File: src/sv/assert_macros.svh
// ----------------------------------------------------------------------------
// Assertion macros
// Shared helpers for concurrent checks, clocked on clk_i and held off
// while rst_ni is low.
// ----------------------------------------------------------------------------
`ifndef ASSERT_MACROS_SVH
`define ASSERT_MACROS_SVH

// Same-cycle implication.
`define TCB_ASSERT_IMP(lbl, ante, cons, msg) \
  lbl: assert property (@(posedge clk_i) disable iff (!rst_ni) (ante) |-> (cons)) \
    else $error(msg);

// Next-cycle implication.
`define TCB_ASSERT_NXT(lbl, ante, cons, msg) \
  lbl: assert property (@(posedge clk_i) disable iff (!rst_ni) (ante) |=> (cons)) \
    else $error(msg);

`endif

File: src/sv/tcb_pkg.sv
// ----------------------------------------------------------------------------
// Triggered capture buffer package
// Constants, command and status types shared by the capture buffer modules.
// ----------------------------------------------------------------------------
package tcb_pkg;

  localparam int Depth  = 64;
  localparam int AddrW  = $clog2(Depth);
  localparam int CntW   = $clog2(Depth + 1);
  localparam int DataW  = 8;
  localparam int MissW  = 9;
  localparam int QDepth = 2;
  localparam int QPtrW  = $clog2(QDepth);
  localparam int QCntW  = $clog2(QDepth + 1);

  localparam logic [DataW-1:0] WindowReset = 8'd2;
  localparam logic [DataW-1:0] LimitReset  = 8'd10;

  typedef enum logic {
    FuncSample = 1'b0,
    FuncSend   = 1'b1
  } func_e;

  typedef enum logic {
    RegTrigWindow = 1'b0,
    RegResyncLimit = 1'b1
  } reg_idx_e;

  // One unit of work for the back end: an optional store write, an optional
  // dump that precedes the write, and the indicator values to report.
  typedef struct packed {
    logic             dump;
    logic             wr_en;
    logic [AddrW-1:0] wr_addr;
    logic [DataW-1:0] wr_data;
    logic             capture;
    logic             resync;
  } cmd_t;

  typedef struct packed {
    logic full;
    logic empty;
  } q_stat_t;

  typedef struct packed {
    logic pop;
    logic dumping;
  } back_ctl_t;

endpackage

File: src/sv/tcb_ifs.sv
// ----------------------------------------------------------------------------
// Capture buffer channels
// Valid/ready channels for sample words in and result words out.
// ----------------------------------------------------------------------------
interface tcb_in_if;
  import tcb_pkg::*;

  logic             valid;
  logic             ready;
  logic             func;
  logic [DataW-1:0] sample;

  modport source (output valid, output func, output sample, input ready);
  modport sink (input valid, input func, input sample, output ready);
endinterface

interface tcb_out_if;
  import tcb_pkg::*;

  logic             valid;
  logic             ready;
  logic             has_data;
  logic [DataW-1:0] data_byte;
  logic             last;
  logic             capture_led;
  logic             resync_led;

  modport source (output valid, output has_data, output data_byte, output last,
                  output capture_led, output resync_led, input ready);
  modport sink (input valid, input has_data, input data_byte, input last,
                input capture_led, input resync_led, output ready);
endinterface

File: src/sv/triggered_capture_buffer_core.sv
// ----------------------------------------------------------------------------
// Triggered capture buffer core
// Level-triggered capture of eight-bit samples with dump on request.
// ----------------------------------------------------------------------------
// Words enter on samp_i: func low carries a converter sample, func high is a
// send request. Every word yields one result word on res_o, except a sample
// that finds the store full while a send request is pending: it yields the
// whole store of 64 samples, oldest first, with last set on the final one.
// The APB port holds the trigger window (address 0, reset 2) and the resync
// limit (address 4, reset 10); write them only while the block is idle.
// A plain result passes the command queue and result register; a dump first
// passes its start step and the store read register. Each end moves one word per
// cycle unless held by a full queue or the receiver; a dump holds the back end for
// a start step and 64 words, so the two-entry command queue fills and samp_i.ready drops.
// Reset clears the fill level, trigger level, miss counter and indicators;
// the store contents are undefined until written and are never read before.
// If the receiver stalls, the result register holds its word, the queue
// fills and input stops; nothing is dropped.
// ----------------------------------------------------------------------------
`include "assert_macros.svh"

module triggered_capture_buffer_core (
  input  logic        clk_i,
  input  logic        rst_ni,
  tcb_in_if.sink      samp_i,
  tcb_out_if.source   res_o,
  input  logic        psel,
  input  logic        penable,
  input  logic        pwrite,
  input  logic [2:0]  paddr,
  input  logic [31:0] pwdata,
  output logic [31:0] prdata,
  output logic        pready
);
  import tcb_pkg::*;

  logic [DataW-1:0] trig_window_q;
  logic [DataW-1:0] resync_limit_q;
  logic             cfg_we;

  logic             q_push;
  cmd_t             q_cmd_in;
  cmd_t             q_cmd_out;
  q_stat_t          q_stat;
  back_ctl_t        back_ctl;

  // Configuration registers. The register is picked by the word address bit.
  assign pready = 1'b1;
  assign cfg_we = psel && penable && pwrite && pready;

  always_ff @(posedge clk_i or negedge rst_ni) begin
    if (!rst_ni) begin
      trig_window_q  <= WindowReset;
      resync_limit_q <= LimitReset;
    end else if (cfg_we) begin
      case (reg_idx_e'(paddr[2]))
        RegTrigWindow:  trig_window_q  <= pwdata[DataW-1:0];
        RegResyncLimit: resync_limit_q <= pwdata[DataW-1:0];
        default: begin
        end
      endcase
    end
  end

  always_comb begin
    case (reg_idx_e'(paddr[2]))
      RegTrigWindow:  prdata = {{(32-DataW){1'b0}}, trig_window_q};
      RegResyncLimit: prdata = {{(32-DataW){1'b0}}, resync_limit_q};
      default:        prdata = '0;
    endcase
  end

  // The front end decides what each word does; the back end replays those
  // decisions in order against the sample store.
  tcb_front u_front (
    .clk_i          (clk_i),
    .rst_ni         (rst_ni),
    .samp_i         (samp_i),
    .trig_window_i  (trig_window_q),
    .resync_limit_i (resync_limit_q),
    .q_stat_i       (q_stat),
    .push_o         (q_push),
    .cmd_o          (q_cmd_in)
  );

  tcb_queue u_queue (
    .clk_i  (clk_i),
    .rst_ni (rst_ni),
    .push_i (q_push),
    .cmd_i  (q_cmd_in),
    .pop_i  (back_ctl.pop),
    .cmd_o  (q_cmd_out),
    .stat_o (q_stat)
  );

  tcb_back u_back (
    .clk_i    (clk_i),
    .rst_ni   (rst_ni),
    .cmd_i    (q_cmd_out),
    .q_stat_i (q_stat),
    .ctl_o    (back_ctl),
    .res_o    (res_o)
  );

  `TCB_ASSERT_IMP(a_no_push_full, q_push, !q_stat.full, "push into full queue")
  `TCB_ASSERT_IMP(a_no_pop_empty, back_ctl.pop, !q_stat.empty, "pop from empty queue")
  `TCB_ASSERT_IMP(a_dump_starts_pop, $rose(back_ctl.dumping), $past(back_ctl.pop), "dump without pop")
  `TCB_ASSERT_NXT(a_push_fills, q_push && !back_ctl.pop, !q_stat.empty, "queue lost a word")

endmodule

File: src/sv/tcb_front.sv
// ----------------------------------------------------------------------------
// Capture buffer front end
// Accepts words, tracks fill level and trigger state, and issues commands.
// ----------------------------------------------------------------------------
module tcb_front (
  input  logic                   clk_i,
  input  logic                   rst_ni,
  tcb_in_if.sink                 samp_i,
  input  logic [tcb_pkg::DataW-1:0] trig_window_i,
  input  logic [tcb_pkg::DataW-1:0] resync_limit_i,
  input  tcb_pkg::q_stat_t       q_stat_i,
  output logic                   push_o,
  output tcb_pkg::cmd_t          cmd_o
);
  import tcb_pkg::*;

  logic [CntW-1:0]  widx_q, widx_d;
  logic [DataW-1:0] level_q, level_d;
  logic [MissW-1:0] miss_q, miss_d;
  logic             send_q, send_d;
  logic             capture_q, capture_d;
  logic             resync_q, resync_d;
  logic [DataW-1:0] diff;
  logic [MissW-1:0] miss_inc;
  cmd_t             cmd;

  assign samp_i.ready = !q_stat_i.full;
  assign push_o       = samp_i.valid && !q_stat_i.full;
  assign cmd_o        = cmd;

  always_comb begin
    widx_d    = widx_q;
    level_d   = level_q;
    miss_d    = miss_q;
    send_d    = send_q;
    capture_d = capture_q;
    resync_d  = resync_q;
    cmd       = '0;
    diff      = (samp_i.sample >= level_q) ? (samp_i.sample - level_q)
                                           : (level_q - samp_i.sample);
    miss_inc  = miss_q + MissW'(1);
    if (push_o) begin
      if (func_e'(samp_i.func) == FuncSend) begin
        send_d = 1'b1;
      end else begin
        capture_d = 1'b0;
        if (widx_q < CntW'(Depth)) begin
          cmd.wr_en   = 1'b1;
          cmd.wr_addr = widx_q[AddrW-1:0];
          widx_d      = widx_q + CntW'(1);
        end else begin
          cmd.dump = send_q;
          send_d   = 1'b0;
          if (diff < trig_window_i) begin
            // Match: capture restarts with this sample as the oldest entry.
            capture_d   = 1'b1;
            resync_d    = 1'b0;
            cmd.wr_en   = 1'b1;
            cmd.wr_addr = '0;
            widx_d      = CntW'(1);
          end else if (miss_inc > {1'b0, resync_limit_i}) begin
            level_d  = samp_i.sample;
            miss_d   = '0;
            resync_d = 1'b1;
          end else begin
            miss_d = miss_inc;
          end
        end
      end
      cmd.wr_data = samp_i.sample;
      cmd.capture = capture_d;
      cmd.resync  = resync_d;
    end
  end

  always_ff @(posedge clk_i or negedge rst_ni) begin
    if (!rst_ni) begin
      widx_q    <= '0;
      level_q   <= '0;
      miss_q    <= '0;
      send_q    <= 1'b0;
      capture_q <= 1'b0;
      resync_q  <= 1'b0;
    end else begin
      widx_q    <= widx_d;
      level_q   <= level_d;
      miss_q    <= miss_d;
      send_q    <= send_d;
      capture_q <= capture_d;
      resync_q  <= resync_d;
    end
  end

endmodule

File: src/sv/tcb_queue.sv
// ----------------------------------------------------------------------------
// Capture buffer command queue
// Short first-in first-out queue between the front and back ends.
// ----------------------------------------------------------------------------
module tcb_queue (
  input  logic               clk_i,
  input  logic               rst_ni,
  input  logic               push_i,
  input  tcb_pkg::cmd_t      cmd_i,
  input  logic               pop_i,
  output tcb_pkg::cmd_t      cmd_o,
  output tcb_pkg::q_stat_t   stat_o
);
  import tcb_pkg::*;

  cmd_t             slot_q [QDepth];
  logic [QPtrW-1:0] wptr_q, wptr_d;
  logic [QPtrW-1:0] rptr_q, rptr_d;
  logic [QCntW-1:0] cnt_q, cnt_d;

  assign cmd_o        = slot_q[rptr_q];
  assign stat_o.full  = (cnt_q == QCntW'(QDepth));
  assign stat_o.empty = (cnt_q == '0);

  always_comb begin
    wptr_d = wptr_q;
    rptr_d = rptr_q;
    cnt_d  = cnt_q;
    if (push_i) begin
      wptr_d = (wptr_q == QPtrW'(QDepth - 1)) ? '0 : wptr_q + QPtrW'(1);
    end
    if (pop_i) begin
      rptr_d = (rptr_q == QPtrW'(QDepth - 1)) ? '0 : rptr_q + QPtrW'(1);
    end
    if (push_i && !pop_i) begin
      cnt_d = cnt_q + QCntW'(1);
    end else if (pop_i && !push_i) begin
      cnt_d = cnt_q - QCntW'(1);
    end
  end

  always_ff @(posedge clk_i or negedge rst_ni) begin
    if (!rst_ni) begin
      wptr_q <= '0;
      rptr_q <= '0;
      cnt_q  <= '0;
    end else begin
      wptr_q <= wptr_d;
      rptr_q <= rptr_d;
      cnt_q  <= cnt_d;
    end
  end

  always_ff @(posedge clk_i) begin
    if (push_i) begin
      slot_q[wptr_q] <= cmd_i;
    end
  end

endmodule

File: src/sv/tcb_back.sv
// ----------------------------------------------------------------------------
// Capture buffer back end
// Owns the sample store, plays out dumps and drives the result register.
// ----------------------------------------------------------------------------
module tcb_back (
  input  logic                 clk_i,
  input  logic                 rst_ni,
  input  tcb_pkg::cmd_t        cmd_i,
  input  tcb_pkg::q_stat_t     q_stat_i,
  output tcb_pkg::back_ctl_t   ctl_o,
  tcb_out_if.source            res_o
);
  import tcb_pkg::*;

  typedef enum logic {
    StIdle,
    StDump
  } state_e;

  logic [DataW-1:0] store [Depth];
  logic [DataW-1:0] rd_data_q;

  state_e           state_q, state_d;
  logic [AddrW-1:0] idx_q, idx_d;
  cmd_t             cur_q, cur_d;
  logic             ovalid_q, ovalid_d;
  logic             ohas_q, ohas_d;
  logic [DataW-1:0] odata_q, odata_d;
  logic             olast_q, olast_d;
  logic             ocap_q, ocap_d;
  logic             ores_q, ores_d;

  logic             slot_free;
  logic             pop;
  logic             we;
  logic [AddrW-1:0] waddr;
  logic [DataW-1:0] wdata;

  assign slot_free = !ovalid_q || res_o.ready;

  assign res_o.valid       = ovalid_q;
  assign res_o.has_data    = ohas_q;
  assign res_o.data_byte   = odata_q;
  assign res_o.last        = olast_q;
  assign res_o.capture_led = ocap_q;
  assign res_o.resync_led  = ores_q;

  assign ctl_o.pop     = pop;
  assign ctl_o.dumping = (state_q == StDump);

  always_comb begin
    state_d  = state_q;
    idx_d    = idx_q;
    cur_d    = cur_q;
    ovalid_d = ovalid_q && !res_o.ready;
    ohas_d   = ohas_q;
    odata_d  = odata_q;
    olast_d  = olast_q;
    ocap_d   = ocap_q;
    ores_d   = ores_q;
    pop      = 1'b0;
    we       = 1'b0;
    waddr    = cmd_i.wr_addr;
    wdata    = cmd_i.wr_data;
    case (state_q)
      StIdle: begin
        if (!q_stat_i.empty && slot_free) begin
          pop = 1'b1;
          if (cmd_i.dump) begin
            state_d = StDump;
            idx_d   = '0;
            cur_d   = cmd_i;
          end else begin
            we       = cmd_i.wr_en;
            ovalid_d = 1'b1;
            ohas_d   = 1'b0;
            odata_d  = '0;
            olast_d  = 1'b1;
            ocap_d   = cmd_i.capture;
            ores_d   = cmd_i.resync;
          end
        end
      end
      StDump: begin
        if (slot_free) begin
          ovalid_d = 1'b1;
          ohas_d   = 1'b1;
          odata_d  = rd_data_q;
          olast_d  = (idx_q == AddrW'(Depth - 1));
          ocap_d   = cur_q.capture;
          ores_d   = cur_q.resync;
          if (idx_q == AddrW'(Depth - 1)) begin
            // The restart write lands only after the old entry 0 was read.
            state_d = StIdle;
            we      = cur_q.wr_en;
            waddr   = cur_q.wr_addr;
            wdata   = cur_q.wr_data;
          end else begin
            idx_d = idx_q + AddrW'(1);
          end
        end
      end
      default: begin
        state_d = StIdle;
      end
    endcase
  end

  always_ff @(posedge clk_i or negedge rst_ni) begin
    if (!rst_ni) begin
      state_q  <= StIdle;
      idx_q    <= '0;
      ovalid_q <= 1'b0;
    end else begin
      state_q  <= state_d;
      idx_q    <= idx_d;
      ovalid_q <= ovalid_d;
    end
  end

  always_ff @(posedge clk_i) begin
    cur_q   <= cur_d;
    ohas_q  <= ohas_d;
    odata_q <= odata_d;
    olast_q <= olast_d;
    ocap_q  <= ocap_d;
    ores_q  <= ores_d;
  end

  // Read address follows the next dump index, so during a dump rd_data_q holds
  // the entry at idx_q.
  always_ff @(posedge clk_i) begin
    if (we) begin
      store[waddr] <= wdata;
    end
    rd_data_q <= store[idx_d];
  end

endmodule

File: src/flat_wrapper.sv
// flat-port wrapper written by rule: the top's interface ports become plain ports
module triggered_capture_buffer_core_flat import tcb_pkg::*;
  (clk_i, rst_ni, psel, penable, pwrite, paddr, pwdata, prdata, pready, samp_i_valid, samp_i_func, samp_i_sample, samp_i_ready, res_o_valid, res_o_has_data, res_o_data_byte, res_o_last, res_o_capture_led, res_o_resync_led, res_o_ready);
  tcb_in_if samp_i_i ();
  tcb_out_if res_o_i ();
  input  logic clk_i;
  input  logic rst_ni;
  input  logic psel;
  input  logic penable;
  input  logic pwrite;
  input  logic [2:0] paddr;
  input  logic [31:0] pwdata;
  output logic [31:0] prdata;
  output logic pready;
  input wire logic [$bits(samp_i_i.valid)-1:0] samp_i_valid;
  input wire logic [$bits(samp_i_i.func)-1:0] samp_i_func;
  input wire logic [$bits(samp_i_i.sample)-1:0] samp_i_sample;
  output wire logic [$bits(samp_i_i.ready)-1:0] samp_i_ready;
  output wire logic [$bits(res_o_i.valid)-1:0] res_o_valid;
  output wire logic [$bits(res_o_i.has_data)-1:0] res_o_has_data;
  output wire logic [$bits(res_o_i.data_byte)-1:0] res_o_data_byte;
  output wire logic [$bits(res_o_i.last)-1:0] res_o_last;
  output wire logic [$bits(res_o_i.capture_led)-1:0] res_o_capture_led;
  output wire logic [$bits(res_o_i.resync_led)-1:0] res_o_resync_led;
  input wire logic [$bits(res_o_i.ready)-1:0] res_o_ready;
  assign samp_i_i.valid = samp_i_valid;
  assign samp_i_i.func = samp_i_func;
  assign samp_i_i.sample = samp_i_sample;
  assign samp_i_ready = samp_i_i.ready;
  assign res_o_valid = res_o_i.valid;
  assign res_o_has_data = res_o_i.has_data;
  assign res_o_data_byte = res_o_i.data_byte;
  assign res_o_last = res_o_i.last;
  assign res_o_capture_led = res_o_i.capture_led;
  assign res_o_resync_led = res_o_i.resync_led;
  assign res_o_i.ready = res_o_ready;
  triggered_capture_buffer_core u_core (.clk_i(clk_i), .rst_ni(rst_ni), .samp_i(samp_i_i), .res_o(res_o_i), .psel(psel), .penable(penable), .pwrite(pwrite), .paddr(paddr), .pwdata(pwdata), .prdata(prdata), .pready(pready));
endmodule
File: config.mk
export PLATFORM = sky130hd
export DESIGN_NAME = triggered_capture_buffer_core_flat
export DESIGN_NICKNAME = d
export VERILOG_FILES = /design/src/sv/tcb_pkg.sv /design/src/sv/tcb_ifs.sv /design/src/sv/triggered_capture_buffer_core.sv /design/src/sv/tcb_front.sv /design/src/sv/tcb_queue.sv /design/src/sv/tcb_back.sv /design/src/flat_wrapper.sv
export VERILOG_INCLUDE_DIRS = /design/src /design/src/sv
export SDC_FILE = /design/constraint.sdc
export NUM_CORES = 1
export LEC_CHECK = 0
export BUFFER_PORTS_ARGS = -buffer_cell sky130_fd_sc_hd__buf_4
export CORE_MARGIN = 5
export CORE_UTILIZATION = 51
export CTS_CLUSTER_DIAMETER = 100
export DETAILED_ROUTE_END_ITERATION = 10
export HOLD_SLACK_MARGIN = 0.02
export PLACE_DENSITY_LB_ADDON = 0.15
export SKIP_LAST_GASP = 1
export SLEW_MARGIN = 5
export SYNTH_ARGS = -nofsm -noshare
export SYNTH_HDL_FRONTEND = slang
export SYNTH_HIERARCHICAL = 1
export SYNTH_SLANG_ARGS = --single-unit
File: constraint.sdc
create_clock -name clk_i -period 7.7 [get_ports clk_i]
set_input_delay 1.925 -clock clk_i [delete_from_list [all_inputs] [get_ports clk_i]]
set_output_delay 1.925 -clock clk_i [all_outputs]
set_load 0.01 [all_outputs]
==> results by group, run 1 <==
Power
  • Peak supply drop: 0.4562 mV
  • Combinational power share: 34.0%
  • Static Leak: 0.01024 uW
  • Clock network fraction of total power: 27.0%
  • Flop pwr share: 39.0%
  • P_sw: 3941 uW
  • Internal power: 7738 uW
  • Power density cells: 391.4 mW/mm^2
  • Switching share of power: 33.74%

Worst setup path
  • R2R setup slack: 3.09 ns
  • Arrival @ worst endpoint: 6.29 ns
  • Worst reg2reg path startpoint: u_core/u_front/level_q[0]$_DFFE_PN0P_
  • Startpoint Class: input port
  • Worst r2r path cells: 16
  • Crit path from: samp_i_sample[0]
  • CP Capture Point: u_core/u_front/level_q[7]$_DFFE_PN0P_
  • Crit path max fanout: 11
  • Crit. End Element: flip-flop
  • Worst endpoint required time: 8.16 ns
  • Kind of critical path: input port to flip-flop
  • R2R Path End: u_core/u_front/level_q[7]$_DFFE_PN0P_

Detailed routing
  • Via count: 14,520
  • Post-route ant nets: 0
  • DR WL/cell: 24.03 um
  • Drt drc: 0
  • Vias per inst: 5.830
  • DRT Pass-1 Iters: 6
  • Initial drt markers: 1,270
  • Post-Route WL: 59,830 um

Global routing
  • Largest net degree at the start of global routing: 91
  • Initial antenna violation count: 2
  • GR Overflow Total: 0
  • First-pass GRT wire length: 89,600 um
  • GRT Overall Usage: 20.97%
  • Vias in the first global route: 14,520

Clock tree
  • Hold-fix buffers at CTS: 0
  • Clock root cell: clkbuf_16
  • H-tree depth: 3
  • Post-CTS Setup Repair Bufs: 0
  • Clock Tree Buf Depth: 3
  • CTS tree: built
  • Num CTS Buffers: 67
  • Worst-Skew Late Latency: 0.60 ns
  • CTS sink cnt: 640
  • Clock transition at path regs: 0.05 ns
  • Post-CTS sizing: 0

Timing
  • Final Hold Vio Count: 0
  • Clock skew: 0.02239 ns
  • Count of final setup violators: 0
  • Setup TNS: 0 ns
  • RSZ-0062 raised after global routing: false
  • Peak Freq: 171.7 MHz
  • Final worst-path cycle share: 75.64%
  • Slew Limit Fails: 0
  • Tightest Pin Transition: 1.135 ns
  • Fin Hold WS: 0.4800 ns
  • Final period demand of the worst path: 5.824 ns
  • Slew HR: 24.25%

Yosys
  • Mapped Area: 0.02676 mm^2
  • Cells after Synth: 1,679
  • YS warnings: 6
  • Mean Syn Cell Area: 15.94 um^2

Status
  • Status: finished, final reports clean

Layout
  • Area grow syn2layout: 11.49%
  • Layout cells sized above 1: 18.25%
  • Most common cell after layout, fill and taps aside: edfxtp_1
  • Final Net Count: 1,832
  • Most frequent cells in the layout: 577 x edfxtp_1, 180 x nand2_1, 106 x a21oi_1

Run
  • Maxcap violations: 0

Placed design
  • Placer Congestion: 0.7888
  • Number of port buffers: 46
  • Post-DP HPWL: 35,910 um

Die
  • Die area: 0.05716 mm^2
  • Site row count: 84
  • Top Ports: 98
  • DIE WIDTH: 239.1 um
  • Starting Density: 51.24%
  • CORE AREA: 0.05224 mm^2
  • Die H: 239.1 um

Min path
  • Min-delay worst type: flip-flop to flip-flop
  • Hold path startpoint: u_core/u_front/resync_q$_DFFE_PN0P_
-- sequential cells by signal, indices dropped and copies added (netlist names), 2 cells and up --
name                           flops
u_core/resync_limit_q              8
u_core/trig_window_q               8
u_core/u_back/cur_q               17
u_core/u_back/idx_q                6
u_core/u_back/rd_data_q            8
u_core/u_back/res_o.data_byte      8
u_core/u_back/store              512
u_core/u_front/level_q             8
u_core/u_front/miss_q              9
u_core/u_front/widx_q              7
u_core/u_queue/cnt_q               2
u_core/u_queue/slot_q             36
-- power by group through the flow --
stage                     registers (uW)  logic [uW]  clock network (uW)
after global routing                4580        4320                3380
after CTS                           4560        4030                3220
after detailed placement            4630        4020                   0
after floorplan                     4620        2820                   0
final                               4550        3970                3150
after global placement              4620        3940                   0
-- metal layers --
layer / global-route usage [%] / up-vias / share of wire [%]
li1: - / 6540 / -
met5: 0 / - / 0
met4: 5.741 / 0 / 2.1
met3: 4.349 / 77 / 7.3
met1: 29.14 / 7466 / 41
met2: 34.25 / 434 / 49
-- final cells by class --
type	instances	area, um^2
multi-input cells	921	7249
fillers	4025	22400
repair buffers	66	508.0
well taps	688	860.8
clock inverters	26	257.7
clock buffers	95	1896
flip-flops and latches	640	18870
diodes	5	12.51
inverters	49	188.9
-- how the worst min path moves through the flow --
stage	to	slack [ns]	depth (start not counted)
after floorplan	u_core/u_front/capture_q$_DFFE_PN0P_	0.45	2
after CTS	u_core/u_front/resync_q$_DFFE_PN0P_	0.48	1
after global placement	u_core/u_front/resync_q$_DFFE_PN0P_	0.46	1
after detailed placement	u_core/u_front/resync_q$_DFFE_PN0P_	0.47	1
after global routing	u_core/u_front/resync_q$_DFFE_PN0P_	0.49	1
final	u_core/u_front/resync_q$_DFFE_PN0P_	0.48	1
-- stage by stage --
step / total power (uW) / cell area (um^2) / worst slack (ns) / std cells / utilization (%)
after floorplan: 7440 / 26850 / 2.107 / 1702 / -
after CTS: 11810 / 29820 / 1.883 / 2485 / 57.09
final: 11680 / 29840 / 1.876 / 2490 / 57.13
after global routing: 12280 / 29830 / 1.551 / 2485 / 57.10
after global placement: 8561 / 27670 / 1.302 / 2364 / 52.97
after detailed placement: 8646 / 27670 / 1.271 / 2364 / 52.97
-- critical path, cell delays in order --
cell      delay, ns
buf_4          0.11
inv_1          0.08
ha_1           0.15
inv_1          0.06
fa_1           0.40
a211oi_1       0.31
nor2b_2        0.10
a221oi_4       0.58
mux2_1         0.39
ha_1           0.28
a21bo_1        0.19
a21oi_1        0.15
o21a_1         0.16
o21ai_0        0.14
a21boi_1       0.17
buf_4          0.19
and2_1         0.52
mux2_1         0.37
No activity file was read; power rests on OpenSTA's default activity.
==> run 2, diff against run 1 <==
Clock period 7.7 ns to 5.1 ns, I/O delays scaled along.
==> results by group, run 2 (same netlist as run 1, synthesis figures left out) <==
Layout
  • Layout cells sized above 1: 22.88%
  • Area grow syn2layout: 14.05%
  • Biggest regs: u_core/u_back/store x512, u_core/u_queue/slot_q x36, u_core/u_back/cur_q x17
  • Post-route cell area: 0.03052 mm^2
  • Most common cell after layout, fill and taps aside: edfxtp_1
  • Final Net Count: 1,936
  • Max reg flops: 512
  • Biggest register: u_core/u_back/store
  • Most frequent cells in the layout: 577 x edfxtp_1, 180 x nand2_1, 165 x buf_4

Die
  • Die area: 0.05716 mm^2
  • DIE WIDTH: 239.1 um
  • Site row count: 84
  • Die H: 239.1 um
  • Top Ports: 98
  • Starting Density: 51.24%
  • CORE AREA: 0.05224 mm^2

Placed design
  • Post-DP HPWL: 37,810 um
  • Placer Congestion: 0.8130
  • Placed Area: 0.02849 mm^2
  • Number of port buffers: 46

Clock tree
  • Num CTS Buffers: 67
  • H-tree depth: 3
  • Clock transition at path regs: 0.06 ns
  • Hold-fix buffers at CTS: 0
  • Post-CTS Setup Repair Bufs: 0
  • Worst-Skew Late Latency: 0.60 ns
  • Post-CTS sizing: 0
  • Clock Tree Buf Depth: 3
  • CTS tree: built
  • Clock root cell: clkbuf_16
  • CTS sink cnt: 640

Timing
  • Slew HR: 13.49%
  • Peak Freq: 218.3 MHz
  • Final Hold Vio Count: 0
  • Final period demand of the worst path: 4.581 ns
  • Count of final setup violators: 0
  • Clock skew: 0.02383 ns
  • Slew Limit Fails: 0
  • Tightest Pin Transition: 1.298 ns
  • RSZ-0062 raised after global routing: false
  • Final worst-path cycle share: 89.82%

Worst setup path
  • Worst endpoint required time: 5.61 ns
  • Arrival @ worst endpoint: 5.09 ns
  • Crit path max fanout: 2
  • Kind of critical path: input port to flip-flop
  • Worst reg2reg path startpoint: u_core/u_front/level_q[0]$_DFFE_PN0P_
  • Startpoint Class: input port
  • Crit. End Element: flip-flop
  • R2R Path End: u_core/u_front/widx_q[5]$_DFFE_PN0P_
  • R2R setup slack: 1.05 ns
  • Worst r2r path cells: 17

Global routing
  • GRT Overall Usage: 21.62%
  • Largest net degree at the start of global routing: 71
  • Initial antenna violation count: 0
  • First-pass GRT wire length: 93,050 um
  • Vias in the first global route: 15,160
  • GR Overflow Total: 0

Detailed routing
  • DR WL/cell: 23.53 um
  • Via count: 14,930
  • Post-Route WL: 60,950 um
  • Post-route ant nets: 0
  • DRT Pass-1 Iters: 5
  • Vias per inst: 5.766
  • Drt drc: 0
  • Initial drt markers: 1,230

Power
  • Power density cells: 576.0 mW/mm^2
  • Total power: 17,580 uW
  • Static Leak: 0.01076 uW
  • Peak supply drop: 0.5060 mV

Status
  • Status: finished, final reports clean

Min path
  • Hold path startpoint: u_core/u_front/resync_q$_DFFE_PN0P_
  • Hold depth: 1
  • Endpoint, Worst Hold: u_core/u_front/resync_q$_DFFE_PN0P_
  • Min-delay worst type: flip-flop to flip-flop

Run
  • Maxcap violations: 0
[run 2: cell count changes in the layout (fill, tap and decap cells not counted), moves of 4 or more]
cell / before / now
clkinv_1: 11 / 6
bufinv_16: 4 / 0
buf_12: 1 / 5
diode_2: 5 / 1
clkinv_2: 6 / 16
buf_4: 65 / 165
[run 2: layout make-up]
| cell class | count | area (um^2) |
|---|---|---|
| diodes | 1 | 2.502 |
| clock buffers | 93 | 1857 |
| clock inverters | 28 | 170.2 |
| fillers | 4049 | 21710 |
| inverters | 49 | 188.9 |
| multi-input cells | 921 | 7239 |
| flip-flops and latches | 640 | 18870 |
| well taps | 688 | 860.8 |
| repair buffers | 170 | 1339 |
[run 2: report_power, final]
| part | internal (uW) | total (uW) | leakage [uW] | switching [uW] |
|---|---|---|---|---|
| Combinational | 2340 | 6150 | 0.00381 | 3810 |
| Sequential | 6700 | 6920 | 0.00595 | 225 |
| Clock | 2560 | 4510 | 0.00101 | 1950 |
| Total | 11600 | 17600 | 0.0108 | 5980 |
[run 2: layer usage]
layer,vias up,global-route usage [%],share of wire [%]
met5,-,0,0
met4,0,5.430,2.3
met3,95,3.738,5.6
met2,436,35.47,49
met1,7651,30.64,43
li1,6752,-,-
[run 2: through the flow]
stage	utilization, %	setup TNS [ns]	setup WS (ns)	std cells	hold slack, ns
after floorplan	-	0	0.1575	1702	0.4478
after global placement	54.55	-0.04592	-0.02822	2468	0.4604
after detailed placement	54.55	-0.6829	-0.08990	2468	0.4701
after CTS	58.43	0	0.5381	2589	0.4832
after global routing	58.43	0	0.2854	2589	0.4914
final	58.44	0	0.5191	2590	0.4809
[run 2: worst max-delay path by stage]
stage                     startpoint                                     to  slack [ns]
CTS                 samp_i_sample[0]  u_core/u_front/level_q[7]$_DFFE_PN0P_        0.54
floorplan           samp_i_sample[0]   u_core/u_front/widx_q[5]$_DFFE_PN0P_        0.16
detailed placement  samp_i_sample[0]  u_core/u_front/level_q[7]$_DFFE_PN0P_       -0.09
global route        samp_i_sample[0]   u_core/u_front/widx_q[5]$_DFFE_PN0P_        0.29
global placement    samp_i_sample[0]   u_core/u_front/widx_q[3]$_DFFE_PN0P_       -0.03
finish              samp_i_sample[0]   u_core/u_front/widx_q[5]$_DFFE_PN0P_        0.52
[run 2: critical path, cell delays in order]
cell and delay (ns):
buf_4 0.11, inv_1 0.07, ha_1 0.14, inv_1 0.06, fa_1 0.38, a211oi_1 0.32
nor2b_2 0.08, or4b_1 0.52, a21o_1 0.20, a31oi_4 0.19, buf_4 0.13, a31oi_1 0.10
xnor2_1 0.15, ha_1 0.18, a21o_1 0.18, a21oi_1 0.18, o211ai_1 0.14, or4_1 0.51
a21boi_1 0.16
